--- src/hdl/dlfs_pkg.sv ---
// ----------------------------------------------------------------------------
// dlfs_pkg
// Shared types and constants of the dictionary line field splitter.
// ----------------------------------------------------------------------------
`default_nettype none

package dlfs_pkg;

  localparam logic [7:0] WORD_MAX    = 8'd31;
  localparam logic [7:0] MEANING_MAX = 8'd191;

  localparam logic [7:0] BYTE_NUL = 8'h00;
  localparam logic [7:0] BYTE_LF  = 8'h0A;
  localparam logic [7:0] BYTE_BAR = 8'h7C;
  localparam logic [7:0] BYTE_BSL = 8'h5C;
  localparam logic [7:0] BYTE_N   = 8'h6E;

  localparam logic [1:0] FIELD_WORD     = 2'd0;
  localparam logic [1:0] FIELD_PHONETIC = 2'd1;
  localparam logic [1:0] FIELD_MEANING  = 2'd2;

  // Result queue geometry.
  localparam int QUEUE_DEPTH = 4;
  localparam int QPTR_W      = $clog2(QUEUE_DEPTH);
  localparam int QCNT_W      = QPTR_W + 1;

  typedef struct packed {
    logic [1:0] field_kind;
    logic [7:0] char_pos;
    logic [7:0] char_value;
    logic       entry_end;
    logic       last_item;
  } result_t;

  // Results produced by one accepted byte: n of them, in r0 then r1.
  typedef struct packed {
    logic [1:0] n;
    result_t    r0;
    result_t    r1;
  } push_t;

endpackage

`default_nettype wire

--- src/hdl/dlfs_if.sv ---
// ----------------------------------------------------------------------------
// dlfs_byte_if / dlfs_char_if
// Valid/ready channels for input bytes and for split characters.
// ----------------------------------------------------------------------------
`default_nettype none

interface dlfs_byte_if;
  logic       valid;
  logic       ready;
  logic [7:0] in_byte;

  modport source (output valid, output in_byte, input ready);
  modport sink   (input valid, input in_byte, output ready);
endinterface

interface dlfs_char_if;
  logic       valid;
  logic       ready;
  logic [1:0] field_kind;
  logic [7:0] char_pos;
  logic [7:0] char_value;
  logic       entry_end;
  logic       last_item;

  modport source (output valid, output field_kind, output char_pos,
                  output char_value, output entry_end, output last_item,
                  input ready);
  modport sink   (input valid, input field_kind, input char_pos,
                  input char_value, input entry_end, input last_item,
                  output ready);
endinterface

`default_nettype wire

--- src/hdl/dlfs_parser.sv ---
// ----------------------------------------------------------------------------
// dlfs_parser
// Field state registers and the per-byte split logic.
// ----------------------------------------------------------------------------
`default_nettype none

module dlfs_parser
  import dlfs_pkg::*;
(
  input  wire logic       clk,
  input  wire logic       rst,
  input  wire logic       accept,
  input  wire logic [7:0] in_byte,
  output push_t           push
);

  logic [1:0] current_field, current_field_next;
  logic [7:0] fill_count, fill_count_next;
  logic       held_backslash, held_backslash_next;

  logic       is_term;
  logic       pre_valid;
  result_t    pre_res;
  logic       m_run;
  logic [7:0] m_count;
  logic       m_valid;
  result_t    m_res;

  assign is_term = (in_byte == BYTE_NUL) || (in_byte == BYTE_LF);

  always_comb begin
    current_field_next  = current_field;
    fill_count_next     = fill_count;
    held_backslash_next = held_backslash;
    pre_valid           = 1'b0;
    pre_res             = '0;
    m_run               = 1'b0;
    m_count             = fill_count;
    m_valid             = 1'b0;
    m_res               = '0;

    if (!current_field[1]) begin
      if (is_term) begin
        pre_valid           = 1'b1;
        pre_res.entry_end   = 1'b1;
        current_field_next  = FIELD_WORD;
        fill_count_next     = '0;
        held_backslash_next = 1'b0;
      end else if (in_byte == BYTE_BAR) begin
        current_field_next = current_field + 2'd1;
        fill_count_next    = '0;
      end else if (fill_count < WORD_MAX) begin
        pre_valid          = 1'b1;
        pre_res.field_kind = current_field;
        pre_res.char_pos   = fill_count;
        pre_res.char_value = in_byte;
        fill_count_next    = fill_count + 8'd1;
      end else begin
        // Full field: the byte opens the next field as its first character.
        current_field_next = current_field + 2'd1;
        if (current_field == FIELD_WORD) begin
          pre_valid          = 1'b1;
          pre_res.field_kind = FIELD_PHONETIC;
          pre_res.char_pos   = '0;
          pre_res.char_value = in_byte;
          fill_count_next    = 8'd1;
        end else begin
          held_backslash_next = 1'b0;
          m_run               = 1'b1;
          m_count             = '0;
        end
      end
    end else if (held_backslash) begin
      held_backslash_next = 1'b0;
      pre_valid           = 1'b1;
      pre_res.field_kind  = FIELD_MEANING;
      pre_res.char_pos    = fill_count;
      fill_count_next     = fill_count + 8'd1;
      if (in_byte == BYTE_N) begin
        pre_res.char_value = BYTE_LF;
      end else begin
        // The held backslash is kept and this byte is handled on its own.
        pre_res.char_value = BYTE_BSL;
        m_run              = 1'b1;
        m_count            = fill_count + 8'd1;
      end
    end else begin
      m_run = 1'b1;
    end

    if (m_run) begin
      fill_count_next = m_count;
      if (is_term) begin
        m_valid             = 1'b1;
        m_res.entry_end     = 1'b1;
        current_field_next  = FIELD_WORD;
        fill_count_next     = '0;
        held_backslash_next = 1'b0;
      end else if (m_count >= MEANING_MAX) begin
        m_valid = 1'b0;
      end else if (in_byte == BYTE_BSL) begin
        held_backslash_next = 1'b1;
      end else begin
        m_valid          = 1'b1;
        m_res.field_kind = FIELD_MEANING;
        m_res.char_pos   = m_count;
        m_res.char_value = in_byte;
        fill_count_next  = m_count + 8'd1;
      end
    end

    m_res.last_item = 1'b1;
    pre_res.last_item = !m_valid;
    push.n  = {1'b0, pre_valid} + {1'b0, m_valid};
    push.r0 = pre_valid ? pre_res : m_res;
    push.r1 = m_res;
    if (!accept) begin
      push.n = '0;
    end
  end

  always_ff @(posedge clk) begin
    if (rst) begin
      current_field  <= FIELD_WORD;
      fill_count     <= '0;
      held_backslash <= 1'b0;
    end else if (accept) begin
      current_field  <= current_field_next;
      fill_count     <= fill_count_next;
      held_backslash <= held_backslash_next;
    end
  end

endmodule

`default_nettype wire

--- src/hdl/dlfs_queue.sv ---
// ----------------------------------------------------------------------------
// dlfs_queue
// Small result queue: takes up to two results a cycle, gives one a cycle while the output is ready.
// ----------------------------------------------------------------------------
`default_nettype none

module dlfs_queue
  import dlfs_pkg::*;
(
  input  wire logic   clk,
  input  wire logic   rst,
  input  wire push_t  push,
  output logic        room,
  output logic        out_valid,
  input  wire logic   out_ready,
  output result_t     out_res
);

  result_t            slots [QUEUE_DEPTH];
  logic [QPTR_W-1:0]  wr_ptr;
  logic [QPTR_W-1:0]  rd_ptr;
  logic [QCNT_W-1:0]  count, count_next;
  logic               pop;
  logic [QPTR_W-1:0]  wr_ptr1;

  assign out_valid = (count != '0);
  assign out_res   = slots[rd_ptr];
  assign pop       = out_valid && out_ready;
  // Room for two more results whatever the output side does.
  assign room      = (count <= QCNT_W'(QUEUE_DEPTH - 2));
  assign wr_ptr1   = wr_ptr + QPTR_W'(1);

  always_comb begin
    count_next = count + QCNT_W'(push.n) - QCNT_W'(pop);
  end

  always_ff @(posedge clk) begin
    if (push.n != 2'd0) begin
      slots[wr_ptr] <= push.r0;
    end
    if (push.n == 2'd2) begin
      slots[wr_ptr1] <= push.r1;
    end
  end

  always_ff @(posedge clk) begin
    if (rst) begin
      wr_ptr <= '0;
      rd_ptr <= '0;
      count  <= '0;
    end else begin
      wr_ptr <= wr_ptr + QPTR_W'(push.n);
      if (pop) begin
        rd_ptr <= rd_ptr + QPTR_W'(1);
      end
      count <= count_next;
    end
  end

endmodule

`default_nettype wire

--- src/hdl/dict_line_field_splitter_top.sv ---
// ----------------------------------------------------------------------------
// dict_line_field_splitter_top
// Splits dictionary line bytes into word, phonetic and meaning characters.
// ----------------------------------------------------------------------------
// Usage:
//   bytes: one line byte per transaction; 0x0A or 0x00 ends the entry.
//   chars: one transaction per kept character, tagged with its field and its
//     position in that field, plus one end-of-entry transaction per line.
//     last_item marks the final transaction caused by an input byte; a byte
//     may cause none, one or two.
//   Output: results are registered in the queue and offered on chars in order.
//   Throughput: one byte per cycle while the queue has room. The splitter
//   state updates in the cycle a byte is taken, and results land in a
//   four-entry queue that drains one transaction per cycle while chars is
//   ready, so the input stalls only while results outpace the output.
//   Stall: if chars is not ready, the queue fills and bytes.ready drops once
//   fewer than two free entries remain; nothing is lost.
//   Reset: rst (synchronous) empties the queue and returns to the start of a
//   word field with no backslash held.
// ----------------------------------------------------------------------------
`default_nettype none

module dict_line_field_splitter_top
  import dlfs_pkg::*;
(
  input  wire logic   clk,
  input  wire logic   rst,
  dlfs_byte_if.sink   bytes,
  dlfs_char_if.source chars
);

  logic    accept;
  logic    room;
  push_t   push;
  result_t head;

  assign bytes.ready = room;
  assign accept      = bytes.valid && room;

  dlfs_parser u_parser (
    .clk     (clk),
    .rst     (rst),
    .accept  (accept),
    .in_byte (bytes.in_byte),
    .push    (push)
  );

  dlfs_queue u_queue (
    .clk       (clk),
    .rst       (rst),
    .push      (push),
    .room      (room),
    .out_valid (chars.valid),
    .out_ready (chars.ready),
    .out_res   (head)
  );

  assign chars.field_kind = head.field_kind;
  assign chars.char_pos   = head.char_pos;
  assign chars.char_value = head.char_value;
  assign chars.entry_end  = head.entry_end;
  assign chars.last_item  = head.last_item;

endmodule

`default_nettype wire
--- src/flat_wrapper.sv ---
// flat-port wrapper written by rule: the top's interface ports become plain ports
module dict_line_field_splitter_top_flat import dlfs_pkg::*;
  (clk, rst, bytes_valid, bytes_in_byte, bytes_ready, chars_valid, chars_field_kind, chars_char_pos, chars_char_value, chars_entry_end, chars_last_item, chars_ready);
  dlfs_byte_if bytes_i ();
  dlfs_char_if chars_i ();
  input  wire logic clk;
  input  wire logic rst;
  input wire logic [$bits(bytes_i.valid)-1:0] bytes_valid;
  input wire logic [$bits(bytes_i.in_byte)-1:0] bytes_in_byte;
  output wire logic [$bits(bytes_i.ready)-1:0] bytes_ready;
  output wire logic [$bits(chars_i.valid)-1:0] chars_valid;
  output wire logic [$bits(chars_i.field_kind)-1:0] chars_field_kind;
  output wire logic [$bits(chars_i.char_pos)-1:0] chars_char_pos;
  output wire logic [$bits(chars_i.char_value)-1:0] chars_char_value;
  output wire logic [$bits(chars_i.entry_end)-1:0] chars_entry_end;
  output wire logic [$bits(chars_i.last_item)-1:0] chars_last_item;
  input wire logic [$bits(chars_i.ready)-1:0] chars_ready;
  assign bytes_i.valid = bytes_valid;
  assign bytes_i.in_byte = bytes_in_byte;
  assign bytes_ready = bytes_i.ready;
  assign chars_valid = chars_i.valid;
  assign chars_field_kind = chars_i.field_kind;
  assign chars_char_pos = chars_i.char_pos;
  assign chars_char_value = chars_i.char_value;
  assign chars_entry_end = chars_i.entry_end;
  assign chars_last_item = chars_i.last_item;
  assign chars_i.ready = chars_ready;
  dict_line_field_splitter_top u_core (.clk(clk), .rst(rst), .bytes(bytes_i), .chars(chars_i));
endmodule
--- config.mk ---
export PLATFORM = sky130hd
export DESIGN_NAME = dict_line_field_splitter_top_flat
export DESIGN_NICKNAME = d
export VERILOG_FILES = /design/src/hdl/dlfs_pkg.sv /design/src/hdl/dlfs_if.sv /design/src/hdl/dlfs_parser.sv /design/src/hdl/dlfs_queue.sv /design/src/hdl/dict_line_field_splitter_top.sv /design/src/flat_wrapper.sv
export SDC_FILE = /design/constraint.sdc
export NUM_CORES = 1
export LEC_CHECK = 0
export BUFFER_PORTS_ARGS = -buffer_cell sky130_fd_sc_hd__buf_2
export CAP_MARGIN = 20
export CELL_PAD_IN_SITES_DETAIL_PLACEMENT = 1
export CELL_PAD_IN_SITES_GLOBAL_PLACEMENT = 2
export CORE_MARGIN = 8
export CORE_UTILIZATION = 30
export DETAILED_ROUTE_END_ITERATION = 8
export PLACE_DENSITY_LB_ADDON = 0.1
export SLEW_MARGIN = 25
export SYNTH_ARGS = -nofsm -noshare
export SYNTH_HDL_FRONTEND = slang
export SYNTH_SLANG_ARGS = --single-unit
--- constraint.sdc ---
create_clock -name clk -period 10.4 [get_ports clk]
set_input_delay 1.56 -clock clk [delete_from_list [all_inputs] [get_ports clk]]
set_output_delay 1.56 -clock clk [all_outputs]
set_load 0.05 [all_outputs]
==> summary.md <==
| Metric | Value |
|---|---|
| Status | finished, final reports clean |
| Netlist cell types | 66 |
| Final period util | 0.640 |
| Pwr dens | 206 nW/um2 |
| Place WS | 3.42 ns |
| Crit end category | flop |
| Dominant synthesized flop cell | edfxtp_1 |
| Drt wl/cell | 24.9 um |
| CP startpoint kind | input port |
| FF-to-FF path depth | 16 |
| Minimum clock period | approximately 6.7 ns |
| Final setup viols | 0 |
| Clock buffer count from CTS | 9 |
| Post-synth EDFFs | slightly above 70 |
| Sequential-to-total area share from yosys stat | 0.478 |
| H-Tree Depth | 3 |
| Most used cell, CP | inv_1 |
| Row Count | 50 |
| Top cells by area, synth | edfxtp_1 (38%), dfxtp_1 (9.8%), mux4_2 (7.9%) |
| Setup TNS Final | 0 ns |
| IO Port Bufs | 33 |
| CORE AREA | around 19,000 um2 |
| Vias in the first global route | 4,613 |
| Most numerous cell in the Yosys netlist | edfxtp_1 |
| 1st-iter DRT viols | between 300 and 400 |
| Pre-antenna DRT Iters | 5 |
| Max-slew headroom | 0.349 |
| DIE HEIGHT | ~150 um |
| Critical-path maximum fanout | 19 |
| Die area | 23,700 um2 |
| WP data required | 10.37 ns |
| FF-to-FF Start | u_core.u_parser.current_field[1] |
| Synth area leader | edfxtp_1 |
| Top Ports | 34 |
| Placed Instance Area | between 6000 and 7000 um2 |
| Postcts setup bufs | 0 |
| Die W | ~150 um |
| RSZ-0062 raised after global routing | no |
| Hold Path End | u_core.u_queue.slots[3][18] |
| Synthesis-to-layout area growth | 11.5% |
| Top cell type's share of synthesized area | 0.379 |
| Reg clk slew, reported paths | around 0.07 ns |
| Routability cong. | approximately 0.9 |
| Total Wirelength | 19,700 um |
| Post-Syn Area per Cell | roughly 11 um2 |
| Max incr delay on CP | ~0.8 ns |
| Post-Syn Area | around 5700 um2 |
| Grt total ovfl | 0 |
| Clock Skews | between 0.01 and 0.015 ns |
| Layout cells sized above 1 | 0.158 |
| # hold bufs at CTS | 0 |
| Post-synthesis async set-or-reset flop share | 0 |
| Final Hold Fails | 0 |
| Flops & latches, synth | 100 |
| Synth cell count leaders | edfxtp_1 (72), nand2_1 (49), o21ai_0 (43), nor2_1 (41), dfxtp_1 (28) |
| Fmax | 0.150 GHz |
| CTS tree | yes |
| Final nets | around 580 |
| Syn_nets | between 500 and 600 |
| Residual DRC | 0 |
| Sink Count | 100 |
| Actual slew at the worst max-slew pin | between 0.9 and 1 ns |
| Static Leak | between 1.5 and 2 nW |
| ANT cells | 0 |
| DPL Wire Length | 14,900 um |
| Reg2reg setup slack | between 4 and 5 ns |
| Max_cap viols | 0 |
| Setup Crit Path Kind | input port to flop |
| Clock latency on the worst-skew pair | ~0.35 ns |
| Largest net degree at the start of global routing | 21 |
| Hold/Removal Path Class | flop to flop |
| Slew Viols, Final | 0 |
| Clock root buffer | clkbuf_16 |
| Capturing point of the worst reg2reg path | u_core.u_queue.slots[3][13] |
| Vias | 4,625 |
| HP Start | u_core.u_queue.slots[3][18] |
| Initial antenna violation count | 0 |
| Final Cell Area | between 6000 and 7000 um2 |
| Crit path arrival time | roughly 6.6 ns |
| Hold path cells | 2 |
| First-pass GRT wire length | about 30,000 um |
| Peak VDD IR | 0.0745 mV |
| CP cell instances | buf_2 > nor4b_4 > a21oi_1 > nand2_1 > a21boi_0 > inv_1 > ha_1 > inv_1 > a221oi_2 > a31oi_4 > nand2_1 > a21boi_0 > ha_1 > o21ai_1 > nor3b_1 > nor2_1 > inv_1 |
| Slowest CP cell | nor3b_1 |
| Initial Util | 0.306 |
| Post-Synthesis Cells | 539 |
| Gr usage total | 0.166 |
| Fillcell total | 2,103 |
| Ys Warns | 0 |
| Drt via density | just under 6 |
| Post-DRT Antenna Nets | 0 |
| Clk buf depth | 2 |
| Setup ws final | around 3.7 ns |
| Post-CTS sizing | 0 |
==> cell type report <==
| cell class | count | area (um2) | share of cell area |
|---|---|---|---|
| clock inverter | 5 | 58.8 | 0.00926 |
| inverter | 21 | 78.8 | 0.0124 |
| tap | 234 | 293 | 0.0461 |
| multi-input combinational | 386 | 2780 | 0.437 |
| clock buffer | 11 | 243 | 0.0382 |
| timing repair buffer | 35 | 180 | 0.0284 |
| sequential | 100 | 2720 | 0.429 |
==> registers in the layout, summed over array words and instances, names as in the netlist, named ones only <==
name and flops:
u_core.u_parser.fill_count 8, u_core.u_queue.wr_ptr 2, u_core.u_queue.rd_ptr 2, u_core.u_queue.slots 80, u_core.u_parser.current_field 2, u_core.u_parser.held_backslash 1, u_core.u_queue.count 3
==> kinds of logic (layout without fill, tap and decap cells) <==
family                   count (synthesis)  in the layout  synth area share
flip-flops                             100            100             0.478
AND/OR/NAND/NOR                        180            180             0.163
AO/OA/AOI/OAI                          162            162             0.198
buffers and inverters                   53             72            0.0360
XOR/XNOR                                10             10            0.0154
adder cells (fa/ha/maj)                 10             10            0.0233
multiplexers                            24             24            0.0863
==> how the worst max path moves through the flow <==
stage / start / endpoint / slack [ns] / cells past startpoint
final: bytes_in_byte[0] / u_core.u_queue.slots[3][13] / 3.75 / 17
after global routing: bytes_in_byte[0] / u_core.u_queue.slots[1][8] / 3.20 / 17
after CTS: bytes_in_byte[0] / u_core.u_queue.slots[0][6] / 3.77 / 17
after detailed placement: bytes_in_byte[0] / u_core.u_queue.slots[0][14] / 3.42 / 17
after global placement: bytes_in_byte[4] / u_core.u_queue.slots[1][14] / 3.36 / 17
after floorplan: bytes_in_byte[6] / u_core.u_queue.slots[1][10] / 4.76 / 17
==> worst max-delay path, delay by kind of cell <==
| family | cells | cell delay (ns) |
|---|---|---|
| compound gates | 6 | 1.72 |
| fa+ha+maj | 2 | 0.50 |
| buf+inv | 4 | 1.08 |
| simple gates | 5 | 1.74 |
==> metal layers <==
layer,part of all wire,vias up,GRT usage
met5,0,-,0
met4,0.014,0,0.0448
met3,0.050,17,0.0311
met2,0.46,132,0.264
met1,0.48,2357,0.228
li1,-,2119,-
==> placed cells by master (no fill, tap or decap), types with 3 or more instances in the layout <==
cell	instances
edfxtp_1	72
nand2_1	49
o21ai_0	43
nor2_1	41
buf_2	33
dfxtp_1	28
o22ai_1	27
inv_1	20
a21oi_1	20
mux4_2	20
nand3_1	16
nor2b_1	15
a32o_1	13
a22oi_1	12
nor3_1	11
nand4_1	10
ha_1	9
clkbuf_16	9
xnor2_1	8
a31oi_1	7
or3_1	6
and2_1	6
nand2b_1	4
and3_1	4
mux2i_1	3
a21o_1	3
a21boi_0	3
o221ai_1	3
a211o_1	3
a2bb2oi_1	3
o22a_1	3
nor4_1	3
==> where the power goes <==
group | internal (mW) | leakage [nW] | switching, mW | total (mW)
sequential | 0.483 | 0.875 | 0.0305 | 0.514
combinational | 0.137 | 0.926 | 0.313 | 0.450
clock | 0.194 | 0.144 | 0.148 | 0.342
total | 0.814 | 1.94 | 0.492 | 1.31
==> through the flow <==
step,std cells,hold slack (ns),power [mW],utilization
floorplan,539,0.431,0.857,-
global placement,776,0.453,0.978,0.324
detailed placement,776,0.469,0.982,0.325
CTS,792,0.485,1.33,0.341
global route,792,0.508,1.37,0.341
finish,792,0.478,1.31,0.341
No activity file was read; power rests on OpenSTA's default activity.
